### src/sv/vra_pkg.sv
// Shared types and constants for the viewport resample address block.
// No dependencies.
package vra_pkg;

    localparam int ROW_W = 12;
    localparam int PLACE_W = 15;
    localparam int DRAWN_W = 15;
    localparam int SRC_W = 13;
    localparam int IDX_W = 24;
    localparam int CFG_IDX_W = 3;

    // signed working position width: covers border + pixel - place
    localparam int POS_W = 18;
    // quotient register width of the divider cells
    localparam int QUO_W = 28;
    // remainder width (holds up to twice the drawn size)
    localparam int REM_W = 16;

    // register indexes
    localparam logic [CFG_IDX_W-1:0] REG_PLACE_X = 3'd0;
    localparam logic [CFG_IDX_W-1:0] REG_PLACE_Y = 3'd1;
    localparam logic [CFG_IDX_W-1:0] REG_DRAWN_W = 3'd2;
    localparam logic [CFG_IDX_W-1:0] REG_DRAWN_H = 3'd3;
    localparam logic [CFG_IDX_W-1:0] REG_SRC_W = 3'd4;
    localparam logic [CFG_IDX_W-1:0] REG_SRC_H = 3'd5;
    localparam logic [CFG_IDX_W-1:0] REG_MIRROR = 3'd6;

    // one axis worth of divide state moving down the cell chain
    typedef struct packed {
        logic [QUO_W-1:0] num;  // dividend shifting out, quotient shifting in
        logic [REM_W-1:0] rem;  // partial remainder
    } div_lane_t;

    // per-item sideband carried beside the divider lanes
    typedef struct packed {
        logic valid;
        logic covered;
        logic flip_x;
        logic flip_y;
    } item_ctl_t;

endpackage

### src/sv/vra_div_cell.sv
// One restoring-division step for both axes; a row of these forms the divider.
// Depends on vra_pkg.
module vra_div_cell
(
    input  logic                 clk,
    input  logic                 rst_n,
    input  logic                 en,
    input  logic [vra_pkg::REM_W-1:0] div_x,
    input  logic [vra_pkg::REM_W-1:0] div_y,
    input  vra_pkg::div_lane_t   in_x,
    input  vra_pkg::div_lane_t   in_y,
    input  vra_pkg::item_ctl_t   in_ctl,
    input  logic [vra_pkg::POS_W-1:0] in_aux_x,
    input  logic [vra_pkg::POS_W-1:0] in_aux_y,
    output vra_pkg::div_lane_t   out_x,
    output vra_pkg::div_lane_t   out_y,
    output vra_pkg::item_ctl_t   out_ctl,
    output logic [vra_pkg::POS_W-1:0] out_aux_x,
    output logic [vra_pkg::POS_W-1:0] out_aux_y
);
    import vra_pkg::*;

    div_lane_t x_next, y_next;
    div_lane_t x_reg, y_reg;
    item_ctl_t ctl_reg;
    logic [POS_W-1:0] aux_x_reg, aux_y_reg;

    function automatic div_lane_t step(div_lane_t l, logic [REM_W-1:0] d);
        logic [REM_W-1:0] r;
        div_lane_t o;
        r = {l.rem[REM_W-2:0], l.num[QUO_W-1]};
        o.num = {l.num[QUO_W-2:0], 1'b0};
        if (r >= d)
        begin
            r = r - d;
            o.num[0] = 1'b1;
        end
        o.rem = r;
        return o;
    endfunction

    always_comb
    begin
        x_next = step(in_x, div_x);
        y_next = step(in_y, div_y);
    end

    always_ff @(posedge clk or negedge rst_n)
    begin
        if (!rst_n)
        begin
            ctl_reg <= '0;
        end
        else if (en)
        begin
            ctl_reg <= in_ctl;
        end
    end

    always_ff @(posedge clk)
    begin
        if (en)
        begin
            x_reg <= x_next;
            y_reg <= y_next;
            aux_x_reg <= in_aux_x;
            aux_y_reg <= in_aux_y;
        end
    end

    assign out_x = x_reg;
    assign out_y = y_reg;
    assign out_ctl = ctl_reg;
    assign out_aux_x = aux_x_reg;
    assign out_aux_y = aux_y_reg;
endmodule

### src/sv/vra_div_chain.sv
// Chain of division cells: NSTEP quotient bits, one per cell.
// Depends on vra_pkg and vra_div_cell.
module vra_div_chain
#(
    parameter int NSTEP = 16
)
(
    input  logic                 clk,
    input  logic                 rst_n,
    input  logic                 en,
    input  logic [vra_pkg::REM_W-1:0] div_x,
    input  logic [vra_pkg::REM_W-1:0] div_y,
    input  vra_pkg::div_lane_t   in_x,
    input  vra_pkg::div_lane_t   in_y,
    input  vra_pkg::item_ctl_t   in_ctl,
    input  logic [vra_pkg::POS_W-1:0] in_aux_x,
    input  logic [vra_pkg::POS_W-1:0] in_aux_y,
    output vra_pkg::div_lane_t   out_x,
    output vra_pkg::div_lane_t   out_y,
    output vra_pkg::item_ctl_t   out_ctl,
    output logic [vra_pkg::POS_W-1:0] out_aux_x,
    output logic [vra_pkg::POS_W-1:0] out_aux_y
);
    import vra_pkg::*;

    div_lane_t lx [NSTEP+1];
    div_lane_t ly [NSTEP+1];
    item_ctl_t lc [NSTEP+1];
    logic [POS_W-1:0] ax [NSTEP+1];
    logic [POS_W-1:0] ay [NSTEP+1];

    assign lx[0] = in_x;
    assign ly[0] = in_y;
    assign lc[0] = in_ctl;
    assign ax[0] = in_aux_x;
    assign ay[0] = in_aux_y;

    for (genvar g = 0; g < NSTEP; g++)
    begin : g_cell
        vra_div_cell u_cell
        (
            .clk(clk), .rst_n(rst_n), .en(en),
            .div_x(div_x), .div_y(div_y),
            .in_x(lx[g]), .in_y(ly[g]), .in_ctl(lc[g]),
            .in_aux_x(ax[g]), .in_aux_y(ay[g]),
            .out_x(lx[g+1]), .out_y(ly[g+1]), .out_ctl(lc[g+1]),
            .out_aux_x(ax[g+1]), .out_aux_y(ay[g+1])
        );
    end

    assign out_x = lx[NSTEP];
    assign out_y = ly[NSTEP];
    assign out_ctl = lc[NSTEP];
    assign out_aux_x = ax[NSTEP];
    assign out_aux_y = ay[NSTEP];
endmodule

### config.mk
export PLATFORM = sky130hd
export DESIGN_NAME = vra_div_chain
export DESIGN_NICKNAME = d
export VERILOG_FILES = /design/src/sv/vra_pkg.sv /design/src/sv/vra_div_cell.sv /design/src/sv/vra_div_chain.sv
export SDC_FILE = /design/constraint.sdc
export NUM_CORES = 2
export LEC_CHECK = 0
export ABC_AREA = 1
export BUFFER_PORTS_ARGS = -buffer_cell sky130_fd_sc_hd__buf_2
export CORE_AREA = 2 2 370 555
export CTS_BUF_LIST = sky130_fd_sc_hd__clkbuf_4 sky130_fd_sc_hd__clkbuf_8
export CTS_CLUSTER_SIZE = 30
export DETAILED_ROUTE_END_ITERATION = 8
export DIE_AREA = 0 0 372 557
export SYNTH_ARGS = -nofsm -noshare
export SYNTH_HDL_FRONTEND = slang
export SYNTH_SLANG_ARGS = --single-unit
export TNS_END_PERCENT = 20
### constraint.sdc
create_clock -name clk -period 3 [get_ports clk]
set_input_delay 0.45 -clock clk [delete_from_list [all_inputs] [get_ports clk]]
set_output_delay 0.45 -clock clk [all_outputs]
set_load 0.01 [all_outputs]
==> results by group <==
Synthesis
  – Mapped cell area: 0.0986 mm^2
  – Post-synthesis sequential area ratio: 0.611
  – Syn avg cell area: 10.2 um^2
  – Syn nets: 10392
  – Yosys warns: 0
  – Post-Syn Instances: 9685
  – Cell variety after synth: 34
  – Synth Register Bits: 2018

Finish
  – Post-Layout Inst Area: 0.112 mm^2
  – Most frequent cells in the layout: nand2_1, edfxtp_1, inv_1, nand3_1, ha_1
  – Layout cell share with drive strength beyond 1: 0.106
  – Area grow syn2layout: 13.8%
  – Most common cell after layout, fill and taps aside: nand2_1
  – Final nets: 11195

Drt
  – Routed length per placed instance: 16.6 um
  – Antenna-violating nets left: 0
  – Final WL: 222000 um
  – DR vias: 66081
  – Vias per cell: 4.93
  – DR pass1 iterations: 6
  – Iter 0 DRT Violations: 3424
  – DRC viols: 0

Clock network
  – TritonCTS clock tree: yes
  – Clock tree buffer depth: 4
  – Clk Tree Root Cell: clkbuf_8
  – Postcts setup bufs: 0
  – Num CTS Buffers: 313
  – Post-CTS resize count: 0
  – Clock slew at reported path FFs: 60 ps
  – Cts hold-fix bufs: 128
  – H-tree depth: 5
  – Clock sink count: 2018
  – Clock Latency Late Sink: 940 ps

Worst setup path
  – Reg2Reg Setup Slack: 600 ps
  – WP data required: 3630 ps
  – R2r startpoint: g_cell[11].u_cell.out_x[11]$_DFFE_PP_
  – Crit Path Max Fanout: 24
  – WP data arrival: 3030 ps
  – CP startpoint kind: flip-flop
  – Crit end category: flip-flop
  – Crit Reg-Reg Endpoint: g_cell[12].u_cell.out_x[14]$_DFFE_PP_
  – Crit Path Class: reg2reg
  – Worst R2R Path Depth: 7

Timing
  – Normalized max-slew margin: 0.271
  – Final Slew Violations: 0
  – Fin Setup TNS: 0 ps
  – Slew @ Worst Pin: 1090 ps
  – Tmin final: 2400 ps
  – Fin. Hold Viols: 0
  – Final Skew: 97.5 ps
  – Fmax: 417 MHz
  – Setup violators final: 0
  – Setup repair after global routing missed its margin: false
  – Fin crit share: 0.800

Worst hold path
  – HP Class: in2reg
  – Hold_sp: in_aux_x[7]
  – Min-Delay Endpoint: g_cell[0].u_cell.out_aux_x[7]$_DFFE_PP_
  – Hold path cells: 2

Die
  – Die Width: 372 um
  – Row count: 203
  – Initial Util: 0.486
  – CORE AREA: 0.203 mm^2
  – I/O Pins: 291
  – Die span in y: 557 um
  – Die area: 0.207 mm^2

GRT
  – GR Util All Layers: 0.214
  – Total gr overflow: 0
  – First-pass GRT wire length: 346000 um
  – Vias in the first global route: 67729
  – Initial antenna violation count: 5
  – Largest net degree at the start of global routing: 109

Placed design
  – DPL Wire Length: 162000 um
  – RePlAce Congestion: 0.937
  – Cell area after placement: 0.105 mm^2
  – Port Buf Inserts: 288

Pwr
  – Power Dens Cells: 875 mW/mm^2
  – Leakage: 51.0 nW
  – Maximum vdd ir drop: 0.000483 V

Run
  – Max Cap Viol: 0

Outcome
  – Outcome: finished clean
==> kinds of logic (layout without fill, tap and decap cells) <==
group / Yosys count / count (layout) / synth area share
AO/OA/AOI/OAI: 453 / 453 / 0.0242
XOR/XNOR: 203 / 203 / 0.0180
adder cells (fa/ha/maj): 544 / 544 / 0.0714
buffers and inverters: 1609 / 2654 / 0.0664
flip-flops: 2018 / 2018 / 0.611
other: 0 / 1 / 0
AND/OR/NAND/NOR: 4858 / 4858 / 0.209
==> sequential cells by signal, summed over array words and instances, names as in the netlist <==
| signal | count |
|---|---|
| g_cell.u_cell.out_ctl | 64 |
| g_cell.u_cell.out_x | 689 |
| g_cell.u_cell.out_aux_x | 288 |
| g_cell.u_cell.out_y | 689 |
| g_cell.u_cell.out_aux_y | 288 |
==> cell type report <==
type / instances / area, um^2
antenna: 1 / 2.50
timing repair buffer: 602 / 4980
tap: 2665 / 3330
inverter: 1495 / 5610
fill: 17659 / 90700
clock inverter: 143 / 1160
sequential: 2018 / 60300
multi-input combinational: 6058 / 31800
clock buffer: 414 / 5110
==> routing by layer <==
| layer | up-vias | track usage | wire [um] |
|---|---|---|---|
| met5 | - | 0 | 0 |
| met4 | 0 | 0.102 | 10400 |
| met3 | 557 | 0.0314 | 8010 |
| met2 | 1326 | 0.410 | 121000 |
| met1 | 30726 | 0.225 | 83300 |
| li1 | 33472 | - | - |
==> worst max path at each step <==
stage,to,from,cells after the start,slack [ps]
after floorplan,g_cell[15].u_cell.out_x[14]$_DFFE_PP_,div_x[14],11,720
after global placement,g_cell[8].u_cell.out_x[8]$_DFFE_PP_,div_x[0],12,70
after detailed placement,g_cell[8].u_cell.out_x[8]$_DFFE_PP_,div_x[0],12,80
after CTS,g_cell[14].u_cell.out_x[13]$_DFFE_PP_,g_cell[13].u_cell.out_x[43]$_DFFE_PP_,13,570
after global routing,g_cell[11].u_cell.out_y[13]$_DFFE_PP_,g_cell[10].u_cell.out_y[43]$_DFFE_PP_,13,420
final,g_cell[12].u_cell.out_x[14]$_DFFE_PP_,g_cell[11].u_cell.out_x[11]$_DFFE_PP_,7,600
==> per-stage QoR <==
stage / cells / power, mW / setup slack, ps / hold WS, ps / utilization
4_1_cts: 13395 / 99.4 / 569 / 56.3 / 0.553
5_1_grt: 13396 / 106 / 420 / 129 / 0.553
3_5_place_dp: 12710 / 75.4 / 83.6 / 405 / 0.516
3_3_place_gp: 12710 / 74.8 / 74.3 / 400 / 0.516
2_1_floorplan: 9685 / 65.2 / 721 / 154 / -
6_report: 13396 / 98.2 / 601 / 207 / 0.553
==> power breakdown <==
part	internal, mW	total [mW]	switching, mW
Clock	12.6	23.3	10.7
Combinational	12.4	35.3	22.8
Sequential	37.3	39.7	2.38
Total	62.3	98.2	35.9
==> cell usage after synthesis <==
| cell type | n | area, um^2 |
|---|---|---|
| nand2_1 | 3330 | 12500 |
| edfxtp_1 | 1954 | 58700 |
| inv_1 | 1458 | 5470 |
| nand3_1 | 531 | 2660 |
| ha_1 | 512 | 6410 |
| nor2_1 | 501 | 1880 |
| a21oi_1 | 257 | 1290 |
| xor2_1 | 192 | 1680 |
| nand4_1 | 143 | 895 |
| o21ai_0 | 127 | 636 |
| nand3b_1 | 104 | 781 |
| and2_1 | 98 | 613 |
| buf_4 | 66 | 495 |
| dfrtp_1 | 64 | 1600 |
| o21ai_1 | 58 | 290 |
| nand2_2 | 43 | 269 |
| inv_2 | 37 | 139 |
| buf_6 | 33 | 372 |
| fa_1 | 32 | 641 |
| or2_0 | 32 | 200 |
| or2_2 | 21 | 131 |
| a21oi_4 | 11 | 179 |
| clkbuf_1 | 11 | 41.3 |
| nand2_4 | 11 | 124 |
| nor3_2 | 11 | 110 |
| xnor2_1 | 11 | 96.3 |
| nor3_4 | 10 | 163 |
| nand3_2 | 9 | 90.1 |
| nand3_4 | 8 | 140 |
| nor2_2 | 5 | 31.3 |
| buf_1 | 2 | 7.51 |
| buf_2 | 1 | 5.00 |
| buf_8 | 1 | 15.0 |
| nor3_1 | 1 | 5.00 |
==> critical path, stage by stage, from the launching register on <==
cell and delay [ps]:
edfxtp_1 500, ha_1 400, nand2_1 230, nor2_1 110, a21oi_4 310, nand3_4 290, nand3_1 200, nand2_1 80
No activity file was read; power rests on OpenSTA's default activity.
